===== config.mk =====
export PLATFORM = sky130hd
export DESIGN_NAME = sha256_hash_engine
export DESIGN_NICKNAME = d
export VERILOG_FILES = /design/src/sha256_pkg.sv /design/src/sha256_hash_engine.sv /design/src/sha256_ctrl.sv /design/src/sha256_dp.sv
export SDC_FILE = /design/constraint.sdc
export NUM_CORES = 2
export LEC_CHECK = 0
export ABC_AREA = 1
export BUFFER_PORTS_ARGS = -buffer_cell sky130_fd_sc_hd__buf_2
export CELL_PAD_IN_SITES_DETAIL_PLACEMENT = 0
export CELL_PAD_IN_SITES_GLOBAL_PLACEMENT = 1
export CORE_MARGIN = 2
export CORE_UTILIZATION = 30
export DETAILED_ROUTE_END_ITERATION = 10
export PLACE_DENSITY = 0.63
export SETUP_SLACK_MARGIN = 0.5
export SYNTH_ARGS = -nofsm -noshare
export SYNTH_HDL_FRONTEND = slang
export SYNTH_SLANG_ARGS = --single-unit

===== constraint.sdc =====
create_clock -name clk_i -period 26.6 [get_ports clk_i]
set_input_delay 1.33 -clock clk_i [delete_from_list [all_inputs] [get_ports clk_i]]
set_output_delay 1.33 -clock clk_i [all_outputs]
set_load 0.05 [all_outputs]

===== src/sha256_pkg.sv =====
// ----------------------------------------------------------------------------
// SHA-256 package
// Shared types, constants and the rotate helper for the SHA-256 hash engine.
// ----------------------------------------------------------------------------
package sha256_pkg;

  typedef enum logic [1:0] {
    CMD_ABSORB     = 2'd0,
    CMD_ABSORB_FIN = 2'd1,
    CMD_FINISH     = 2'd2,
    CMD_NONE       = 2'd3
  } cmd_e;

  // Datapath byte source select
  typedef enum logic [1:0] {
    SRC_DATA = 2'd0,
    SRC_PAD  = 2'd1,
    SRC_ZERO = 2'd2,
    SRC_LEN  = 2'd3
  } src_e;

  typedef struct packed {
    logic       push;       // write one byte into block store
    src_e       src;
    logic [2:0] len_idx;    // length byte, 0 = most significant
    logic       count;      // increment byte count
    logic       rnd_start;  // load working vars, clear round count
    logic       rnd_step;   // one round
    logic       rnd_fold;   // add working vars into chain
    logic       out_load;   // latch chain into output buffer
    logic       reinit;     // chain, count, fill back to initial
  } ctl_t;

  typedef struct packed {
    logic [5:0] fill;
    logic [5:0] rnd;
  } sts_t;

  localparam logic [31:0] H_INIT [8] = '{
    32'h6a09e667, 32'hbb67ae85, 32'h3c6ef372, 32'ha54ff53a,
    32'h510e527f, 32'h9b05688c, 32'h1f83d9ab, 32'h5be0cd19
  };

  localparam logic [31:0] ROUND_K [64] = '{
    32'h428a2f98, 32'h71374491, 32'hb5c0fbcf, 32'he9b5dba5, 32'h3956c25b,
    32'h59f111f1, 32'h923f82a4, 32'hab1c5ed5, 32'hd807aa98, 32'h12835b01,
    32'h243185be, 32'h550c7dc3, 32'h72be5d74, 32'h80deb1fe, 32'h9bdc06a7,
    32'hc19bf174, 32'he49b69c1, 32'hefbe4786, 32'h0fc19dc6, 32'h240ca1cc,
    32'h2de92c6f, 32'h4a7484aa, 32'h5cb0a9dc, 32'h76f988da, 32'h983e5152,
    32'ha831c66d, 32'hb00327c8, 32'hbf597fc7, 32'hc6e00bf3, 32'hd5a79147,
    32'h06ca6351, 32'h14292967, 32'h27b70a85, 32'h2e1b2138, 32'h4d2c6dfc,
    32'h53380d13, 32'h650a7354, 32'h766a0abb, 32'h81c2c92e, 32'h92722c85,
    32'ha2bfe8a1, 32'ha81a664b, 32'hc24b8b70, 32'hc76c51a3, 32'hd192e819,
    32'hd6990624, 32'hf40e3585, 32'h106aa070, 32'h19a4c116, 32'h1e376c08,
    32'h2748774c, 32'h34b0bcb5, 32'h391c0cb3, 32'h4ed8aa4a, 32'h5b9cca4f,
    32'h682e6ff3, 32'h748f82ee, 32'h78a5636f, 32'h84c87814, 32'h8cc70208,
    32'h90befffa, 32'ha4506ceb, 32'hbef9a3f7, 32'hc67178f2
  };

  localparam logic [7:0] PAD_BYTE = 8'h80;
  localparam logic [5:0] LEN_POS  = 6'd56;
  localparam logic [5:0] LAST_RND = 6'd63;

  function automatic logic [31:0] rotr(logic [31:0] x, int unsigned n);
    rotr = (x >> n) | (x << (32 - n));
  endfunction

endpackage


===== src/sha256_hash_engine.sv =====
// ----------------------------------------------------------------------------
// SHA-256 hash engine
// Byte-stream SHA-256 with command-driven finish and eight-word digest output.
// ----------------------------------------------------------------------------
// One command transfer per cycle is taken while a block fills. The transfer
// that completes a 64-byte block also loads the working variables and is
// followed by 64 rounds, one per cycle, then the fold into the chain value,
// with input held off throughout. A finish pushes padding and the length one
// byte per cycle until the block is full (up to 64 bytes, and when the length
// does not fit, one compression and a further block of padding and length),
// then after the last compression latches the digest and presents the eight
// digest words, one per output transfer, before the next command is taken.
module sha256_hash_engine (
  input  logic        clk_i,
  input  logic        rst_ni,
  input  logic        s_axis_tvalid,
  output logic        s_axis_tready,
  input  logic [7:0]  s_axis_tdata,   // [7:0] data_byte
  input  logic [1:0]  s_axis_tuser,   // [1:0] cmd
  output logic        m_axis_tvalid,
  input  logic        m_axis_tready,
  output logic [39:0] m_axis_tdata,   // [31:0] digest_word, [34:32] word_index
  output logic        m_axis_tlast    // last_word
);
  import sha256_pkg::*;

  ctl_t        ctl;
  sts_t        sts;
  logic [2:0]  idx;
  logic [31:0] word;
  cmd_e        cmd;

  assign cmd = cmd_e'(s_axis_tuser);

  sha256_ctrl u_ctrl (
    .clk_i      (clk_i),
    .rst_ni     (rst_ni),
    .in_valid_i (s_axis_tvalid),
    .in_ready_o (s_axis_tready),
    .cmd_i      (cmd),
    .sts_i      (sts),
    .ctl_o      (ctl),
    .out_valid_o(m_axis_tvalid),
    .out_ready_i(m_axis_tready),
    .out_idx_o  (idx)
  );

  sha256_dp u_dp (
    .clk_i        (clk_i),
    .rst_ni       (rst_ni),
    .ctl_i        (ctl),
    .sts_o        (sts),
    .data_byte_i  (s_axis_tdata),
    .out_idx_i    (idx),
    .digest_word_o(word)
  );

  assign m_axis_tdata = {5'd0, idx, word};
  assign m_axis_tlast = (idx == 3'd7);

endmodule


===== src/sha256_ctrl.sv =====
// ----------------------------------------------------------------------------
// SHA-256 controller
// Sequences byte absorb, padding, 64-round compression and digest output.
// ----------------------------------------------------------------------------
module sha256_ctrl (
  input  logic                 clk_i,
  input  logic                 rst_ni,
  input  logic                 in_valid_i,
  output logic                 in_ready_o,
  input  sha256_pkg::cmd_e     cmd_i,
  input  sha256_pkg::sts_t     sts_i,
  output sha256_pkg::ctl_t     ctl_o,
  output logic                 out_valid_o,
  input  logic                 out_ready_i,
  output logic [2:0]           out_idx_o
);
  import sha256_pkg::*;

  typedef enum logic [5:0] {
    ST_IDLE  = 6'b000001,
    ST_PAD   = 6'b000010,
    ST_LEN   = 6'b000100,
    ST_ROUND = 6'b001000,
    ST_FOLD  = 6'b010000,
    ST_OUT   = 6'b100000
  } state_e;

  state_e     state_q, state_d;
  logic       fin_q, fin_d;     // finish pending after block
  logic       padded_q, padded_d;
  logic [2:0] len_q, len_d;
  logic [2:0] oidx_q, oidx_d;
  logic       acc;

  assign in_ready_o  = (state_q == ST_IDLE);
  // first cycle of ST_OUT latches the digest, no transfer yet
  assign out_valid_o = (state_q == ST_OUT) && (len_q != 3'd7);
  assign out_idx_o   = oidx_q;
  assign acc         = in_valid_i && in_ready_o;

  always_comb begin
    state_d  = state_q;
    fin_d    = fin_q;
    padded_d = padded_q;
    len_d    = len_q;
    oidx_d   = oidx_q;
    ctl_o    = '0;
    ctl_o.src = SRC_DATA;
    case (state_q)
      ST_IDLE: begin
        if (acc) begin
          case (cmd_i)
            CMD_ABSORB, CMD_ABSORB_FIN: begin
              ctl_o.push  = 1'b1;
              ctl_o.count = 1'b1;
              fin_d       = (cmd_i == CMD_ABSORB_FIN);
              padded_d    = 1'b0;
              if (sts_i.fill == LAST_RND) begin
                ctl_o.rnd_start = 1'b1;
                state_d = ST_ROUND;
              end else if (cmd_i == CMD_ABSORB_FIN) begin
                state_d = ST_PAD;
              end
            end
            CMD_FINISH: begin
              fin_d    = 1'b1;
              padded_d = 1'b0;
              state_d  = ST_PAD;
            end
            default: ;
          endcase
        end
      end
      ST_PAD: begin
        ctl_o.push = 1'b1;
        ctl_o.src  = padded_q ? SRC_ZERO : SRC_PAD;
        padded_d   = 1'b1;
        len_d      = '0;
        if (sts_i.fill == LAST_RND) begin
          ctl_o.rnd_start = 1'b1;
          state_d = ST_ROUND;
        end else if (sts_i.fill == LEN_POS - 6'd1) begin
          state_d = ST_LEN;
        end
      end
      ST_LEN: begin
        ctl_o.push    = 1'b1;
        ctl_o.src     = SRC_LEN;
        ctl_o.len_idx = len_q;
        len_d         = len_q + 3'd1;
        if (sts_i.fill == LAST_RND) begin
          ctl_o.rnd_start = 1'b1;
          fin_d   = 1'b1;
          padded_d = 1'b1;
          len_d   = 3'd7;  // marks length written
          state_d = ST_ROUND;
        end
      end
      ST_ROUND: begin
        ctl_o.rnd_step = 1'b1;
        if (sts_i.rnd == LAST_RND) state_d = ST_FOLD;
      end
      ST_FOLD: begin
        ctl_o.rnd_fold = 1'b1;
        if (!fin_q) begin
          state_d = ST_IDLE;
        end else if (padded_q && len_q == 3'd7) begin
          state_d = ST_OUT;
          oidx_d  = '0;
        end else begin
          padded_d = padded_q;
          state_d  = ST_PAD;
        end
      end
      ST_OUT: begin
        if (len_q == 3'd7) begin
          ctl_o.out_load = 1'b1;
          ctl_o.reinit   = 1'b1;
          len_d          = '0;
        end else if (out_ready_i) begin
          oidx_d = oidx_q + 3'd1;
          if (oidx_q == 3'd7) begin
            state_d = ST_IDLE;
            fin_d   = 1'b0;
          end
        end
      end
      default: state_d = ST_IDLE;
    endcase
  end

  always_ff @(posedge clk_i or negedge rst_ni) begin
    if (!rst_ni) begin
      state_q  <= ST_IDLE;
      fin_q    <= 1'b0;
      padded_q <= 1'b0;
      len_q    <= '0;
      oidx_q   <= '0;
    end else begin
      state_q  <= state_d;
      fin_q    <= fin_d;
      padded_q <= padded_d;
      len_q    <= len_d;
      oidx_q   <= oidx_d;
    end
  end

endmodule


===== src/sha256_dp.sv =====
// ----------------------------------------------------------------------------
// SHA-256 datapath
// Block store, byte count, message schedule, round unit and chain value.
// ----------------------------------------------------------------------------
module sha256_dp (
  input  logic             clk_i,
  input  logic             rst_ni,
  input  sha256_pkg::ctl_t ctl_i,
  output sha256_pkg::sts_t sts_o,
  input  logic [7:0]       data_byte_i,
  input  logic [2:0]       out_idx_i,
  output logic [31:0]      digest_word_o
);
  import sha256_pkg::*;

  logic [5:0]  fill_q;
  logic [63:0] cnt_q;
  logic [31:0] h_q [8];
  logic [31:0] v_q [8];
  logic [31:0] w_q [16];
  logic [31:0] dig_q [8];
  logic [5:0]  rnd_q;
  logic [7:0]  byte_d;
  logic [63:0] bits;
  logic [31:0] s0, s1, wn, t1, t2, e, a, wcur;

  assign bits = {cnt_q[60:0], 3'b000};
  assign sts_o.fill = fill_q;
  assign sts_o.rnd  = rnd_q;
  assign digest_word_o = dig_q[out_idx_i];

  always_comb begin
    case (ctl_i.src)
      SRC_DATA: byte_d = data_byte_i;
      SRC_PAD:  byte_d = PAD_BYTE;
      SRC_ZERO: byte_d = 8'h00;
      SRC_LEN:  byte_d = bits[8*(7-ctl_i.len_idx) +: 8];
      default:  byte_d = 8'h00;
    endcase
  end

  // w_q holds the block as it fills (big-endian words), then serves as the
  // schedule window: w_q[0] is the current round word, shifted each round
  assign wcur = w_q[0];
  assign s0 = rotr(w_q[1], 7) ^ rotr(w_q[1], 18) ^ (w_q[1] >> 3);
  assign s1 = rotr(w_q[14], 17) ^ rotr(w_q[14], 19) ^ (w_q[14] >> 10);
  assign wn = s1 + w_q[9] + s0 + w_q[0];
  assign e  = v_q[4];
  assign a  = v_q[0];
  assign t1 = v_q[7] + (rotr(e, 6) ^ rotr(e, 11) ^ rotr(e, 25))
            + ((e & v_q[5]) ^ (~e & v_q[6])) + ROUND_K[rnd_q] + wcur;
  assign t2 = (rotr(a, 2) ^ rotr(a, 13) ^ rotr(a, 22))
            + ((a & v_q[1]) ^ (a & v_q[2]) ^ (v_q[1] & v_q[2]));

  always_ff @(posedge clk_i) begin
    if (ctl_i.push) w_q[fill_q[5:2]][{~fill_q[1:0], 3'b000} +: 8] <= byte_d;
    if (ctl_i.rnd_start) begin
      for (int j = 0; j < 8; j++) v_q[j] <= h_q[j];
    end else if (ctl_i.rnd_step) begin
      for (int j = 0; j < 15; j++) w_q[j] <= w_q[j+1];
      w_q[15] <= wn;
      v_q[7] <= v_q[6]; v_q[6] <= v_q[5]; v_q[5] <= v_q[4];
      v_q[4] <= v_q[3] + t1;
      v_q[3] <= v_q[2]; v_q[2] <= v_q[1]; v_q[1] <= v_q[0];
      v_q[0] <= t1 + t2;
    end
    if (ctl_i.out_load) begin
      for (int j = 0; j < 8; j++) dig_q[j] <= h_q[j];
    end
  end

  always_ff @(posedge clk_i or negedge rst_ni) begin
    if (!rst_ni) begin
      fill_q <= '0;
      cnt_q  <= '0;
      rnd_q  <= '0;
      for (int j = 0; j < 8; j++) h_q[j] <= H_INIT[j];
    end else begin
      if (ctl_i.push)  fill_q <= fill_q + 6'd1;
      if (ctl_i.count) cnt_q  <= cnt_q + 64'd1;
      if (ctl_i.rnd_start)     rnd_q <= '0;
      else if (ctl_i.rnd_step) rnd_q <= rnd_q + 6'd1;
      if (ctl_i.rnd_fold) begin
        for (int j = 0; j < 8; j++) h_q[j] <= h_q[j] + v_q[j];
      end
      if (ctl_i.reinit) begin
        fill_q <= '0;
        cnt_q  <= '0;
        for (int j = 0; j < 8; j++) h_q[j] <= H_INIT[j];
      end
    end
  end

endmodule


# --- Yosys cells after proc, flatten, opt, wreduce, memory -nomap -nowiden ---
# Memories as Yosys holds them, arrays and structs flattened.
# Cells that the tools add are included.
op_classes:
  add_sub_neg: 25
  n_lt_le_gt_ge: 1
  n_eq_ne: 30
  n_shift: 3
  muxes: 78
  bitwise: 37
  n_reduce_logical: 22
ops:
  columns: ["operator", "n"]
  rows:
  - ["$add A32 B32 Y32", 18]
  - ["$mux W256", 2]
  - ["$mux W32", 13]
  - ["$xor A32 B32 Y32", 9]
  - ["$and A32 B32 Y32", 5]
  - ["$mux W64", 2]
  - ["$mux W6", 16]
  - ["$add A64 B1 Y64 const B", 1]
  - ["$shiftx A64 B33 Y8", 1]
  - ["$pmux W6 S6", 1]
  - ["$not A32 Y32", 1]
  - ["$or A10 B32 Y32", 1]
  - ["$or A13 B32 Y32", 1]
  - ["$or A14 B32 Y32", 1]
  - ["$or A15 B32 Y32", 1]
  - ["$or A19 B32 Y32", 1]
  - ["$or A21 B32 Y32", 1]
  - ["$or A25 B32 Y32", 1]
  - ["$or A26 B32 Y32", 1]
  - ["$or A30 B32 Y32", 1]
  - ["$or A7 B32 Y32", 1]
  - ["$pmux W8 S4", 1]
  - ["$reduce_or A32 Y1", 1]
  - ["$shift A8 B7 Y32 const A", 1]
  - ["46 further kinds", 114]
word_totals:
  register_bits: 346
  ramBits: 1024
  mem_bits_ro: 2048
  input_bits: 14
  output_inout_bits: 43
  elab_cells: 216
  memories: 4
memory_table:
  columns: ["memory", "depth", "width", "read_ports", "rd_clocked_by_memory_dff", "wr", "line", "text"]
  rows:
  - ["(no name shown)", 64, 32, 1, 0, 0, "sha256_dp.sv:51", "+ ((e & v_q[5]) ^ (~e & v_q[6])) + ROUND_K[rnd_q] + wcur;"]
  - ["u_dp.w_q", 16, 32, 16, 0, 16, "sha256_dp.sv:20", "logic [31:0] w_q [16];"]
  - ["u_dp.dig_q", 8, 32, 1, 0, 8, "sha256_dp.sv:21", "logic [31:0] dig_q [8];"]
  - ["u_dp.v_q", 8, 32, 8, 0, 8, "sha256_dp.sv:19", "logic [31:0] v_q [8];"]

# --- Depth between registers and ports, before layout ---
# An unclocked memory read counts as a cell.
depth:
  word_depth: 10
  mapped_depth: 46
  mapped_depth_nobuf: 45

# --- Cells and area by module ---
# From an unflattened synthesis, not the netlist that was laid out.
unflattened:
  cells_unflattened: 10813
  hier_area_um2: 88890.3
modules_own_cells:
  columns: ["module", "instances", "cells_each", "area_per_inst_um2", "seq_area_each_um2"]
  rows:
  - ["sha256_dp", 1, 10627, 87635.3, 39152.6]
  - ["sha256_ctrl", 1, 177, 1199.9, 351.6]
  - ["sha256_hash_engine", 1, 9, 55.1, 0.0]

# --- Worst setup path after synthesis ---
# No wires, ideal clock.
synth_timing:
  path_type: "input -> register"
  from: "in s_axis_tuser[0]"
  to: "reg u_dp.rnd_q[0]"
  setup_ns: 0.889
  arrival_ns: 20.658
  t_required_ns: 25.711
  path_slack_ns: 5.053
  path_stages: 9
  path_buffers: 0
  path_cell_list: "inv_1 ha_1 nor2_1 nor3_2 nor2_1 nor2_1 inv_1 o21ai_0 o21ai_0"
synth_via:
  elab_chain_cells: 6
  word_cells_on_any_way: 8
  classes_between: "1 x eq/ne; 4 x mux; 3 x reduce/logical"
synth_rtl:
  columns: ["item", "line", "text"]
  rows:
  - ["start: declaration", "sha256_hash_engine.sv:19", "input logic [1:0] s_axis_tuser,"]
  - ["$eq A2 B1 Y1 / $logic_not A2 Y1 (equally long branches)", "sha256_ctrl.sv:52", "case (cmd_i)"]
  - ["$reduce_or A2 Y1 *", "sha256_ctrl.sv:52", null]
  - ["$mux W2 *", "sha256_ctrl.sv:52", null]
  - ["$mux W2 *", "sha256_ctrl.sv:51", "if (acc) begin"]
  - ["$pmux W1 S2 *", "sha256_ctrl.sv:49", "case (state_q)"]
  - ["$mux W6 / $reduce_bool A2 Y1 (equally long branches)", null, null]
  - ["end signal: assignment", "sha256_dp.sv:82", "else if (ctl_i.rnd_step) rnd_q <= rnd_q + 6'd1;"]
  - ["end: declaration", "sha256_dp.sv:22", "logic [5:0] rnd_q;"]
# Every way passes the cells marked *; elsewhere a longest branch is shown, timed or not.
# A chain may end at the register's enable or synchronous reset.

==> out/qor.csv <==
metric,value,unit
Critical Path Fanout Max,35,
complex-gate fraction of the synthesized area,0.1378,
Clock Sinks,1367,
full die area,0.2998,mm^2
skew final,0.09109,ns
unrepaired setup endpoints after global routing,false,
htree depth,4,
crit path launch type,flip-flop,
Yosys warnings,0,
Final Hold Fails,0,
first-pass GRT wire length,570.8,mm
Final Instance Area,0.09890,mm^2
routability cong.,1.003,
critical path's slowest cell,a221oi_1,
main combinational cell family by area after synthesis,simple AND/OR/NAND/NOR gates,
layout net count,11222,
gr ovfl total,0,
Num CTS Buffers,172,
post-DR wirelength/cell,27.61,um
Placement Cell Area,0.09314,mm^2
Crit Path Class,reg2reg,
Synth Flop Type,edfxtp_1,
Tot GR Track Use,0.2636,
Clock Latency Late Sink,0.90,ns
Synth cell types,66,
"FFs w/ async S/R, synth",0.2509,
ANT nets after route,0,
layout cells sized above 1,0.06310,
Worst Tran Pin Value,1.368,ns
"Largest stage delay, worst path",0.72,ns
Mapped Cells,10662,
mux contribution to synthesized area,0,
pin count of the biggest net entering global routing,252,
"EDFF count, synth",1024,
synthesized area per cell,8.313,um^2
Hold Crit Class,in2async,
Post-Synth XOR/XNOR Area,0.03577,
sequential element share of the synthesized area,0.4457,
slew margin rel.,0.08821,
Iter 0 DRT Violations,8593,
Synth Area in Simple Gates,0.2076,
row count,199,
Critical Path RT,27.19,ns
io pins,57,
cts repair resizes,0,
Max-cap violations,0,
crit end category,flip-flop,
Routed WL,405.0,mm
setup TNS,0,ns
HPWL Detailed,312.9,mm
Die Wd,547.5,um
Die Ht,547.5,um
vias per std cell,5.298,
CTS tree,built,
fin. max-slew vios,0,
vias,77732,
# hold bufs at CTS,0,
post-synthesis cell area,0.08863,mm^2
crit path time final,10.05,ns
DRC viols,0,
DRT Pass-1 Iters,6,
"flops & latches, synth",1367,
Critical Path AT,10.64,ns
final core utilization,0.3366,
Max clock buf depth,4,
Root Buffer,clkbuf_16,
Layout area overhead,11.59,%
FMAX,0.09952,GHz
most frequent cells in the layout,"nand2_1, inv_1, o21ai_0, edfxtp_1, nor2_1",
core box area,0.2938,mm^2
Clock transition at path regs,0.07,ns
Final period util,0.3777,
outcome,"complete, no violations",
number of buffers added for setup after CTS,0,
Initial Util,0.3017,
input/output buffers,51,
Synth Area in Adders,0.1027,
number of global-route vias before repair,74968,
final setup vio count,0,
"commonest non-fill, non-tap cell in the layout",nand2_1,
initial antenna violation count,20,
-- cell type report --
cell class / count / area [um^2]
well taps: 3919 / 4903
diodes: 7 / 17.52
multi-input cells: 7676 / 42930
clock buffers: 231 / 4781
fillers: 30932 / 194900
flip-flops and latches: 1367 / 39510
repair buffers: 159 / 1151
clock inverters: 82 / 968.4
inverters: 1230 / 4638
-- metrics by stage --
stage / hold slack (ns) / setup WS [ns] / cells
after floorplan: 0.4333 / 5.053 / 10666
after global placement: 0.4564 / 16.48 / 14351
after global routing: 0.4263 / 16.13 / 14666
after CTS: 0.4025 / 16.84 / 14664
final: 0.3856 / 16.55 / 14671
after detailed placement: 0.4712 / 16.87 / 14351
-- routing by layer --
metal / global-route usage / part of all wire / up-vias
met1: 0.3622 / 0.44 / 38513
met4: 0.1083 / 0.047 / 2
met2: 0.4182 / 0.45 / 3084
met3: 0.03388 / 0.067 / 573
li1: - / - / 35560
met5: 0 / 0.000032 / -
-- synth_stat cells (50+ instances only) --
master / n / area (um^2)
nand2_1: 2888 / 10840
o21ai_0: 1032 / 5165
nand3_1: 342 / 1712
o211ai_1: 50 / 375.4
clkbuf_1: 301 / 1130
xor2_1: 212 / 1857
fa_1: 195 / 3904
a31oi_1: 88 / 550.5
a21o_1: 57 / 427.9
a21oi_1: 633 / 3168
xnor2_1: 150 / 1314
nor2_1: 897 / 3367
o22ai_1: 112 / 700.7
dfrtp_1: 206 / 5155
ha_1: 407 / 5092
nor3_1: 119 / 595.6
inv_1: 1218 / 4572
dfstp_2: 137 / 3600
edfxtp_1: 1024 / 30750
nand4_1: 99 / 619.3
-- cell families (layout without fill, tap and decap cells) --
kind of cell / Yosys count / count (layout)
AND/OR/NAND/NOR: 4491 / 4491
adder cells (fa/ha/maj): 613 / 613
AO/OA/AOI/OAI: 2205 / 2205
XOR/XNOR: 362 / 362
flip-flops: 1367 / 1367
buffers and inverters: 1623 / 1702
other: 1 / 12
-- flip-flops by register name, summed over array words and instances (netlist names) --
register and cells:
u_ctrl.out_idx_o 3, u_dp.cnt_q 61, u_ctrl.fin_q 1, u_dp.h_q 256, u_ctrl.padded_q 1, u_ctrl.len_q 3, u_dp.w_q 512, u_ctrl.state_q 6
u_dp.fill_q 6, u_dp.dig_q 256, u_dp.rnd_q 6, u_dp.v_q 256
-- path summary, 6_finish.rpt --
check,start,end,slack [ns],cells after the start
max,u_dp.rnd_q[2],u_dp.v_q[0][25],16.55,35
min,rst_ni,u_dp.cnt_q[30],0.39,1
max reg2reg,u_dp.rnd_q[2],u_dp.v_q[0][25],16.55,35
min reg2reg,u_dp.h_q[13],u_dp.dig_q[7][13],0.45,0
max in group asynchronous,rst_ni,u_dp.h_q[222],24.24,3
min in group clk_i,u_dp.h_q[13],u_dp.dig_q[7][13],0.45,0
-- worst max-delay path: cells and delay by family (launching register included) --
family                     cells  cell delay [ns]
xor gates and xnor gates       1             0.42
and+or+nand+nor               12             2.37
adders and majority gates      6             2.60
AOI/OAI and AO/OA              8             2.31
buffers and inverters          8             1.74
DFF                            1             0.32
Power is left out: the tool's default activity adds up to more than one toggle a clock period on the data nets, which glitch-free logic cannot reach.
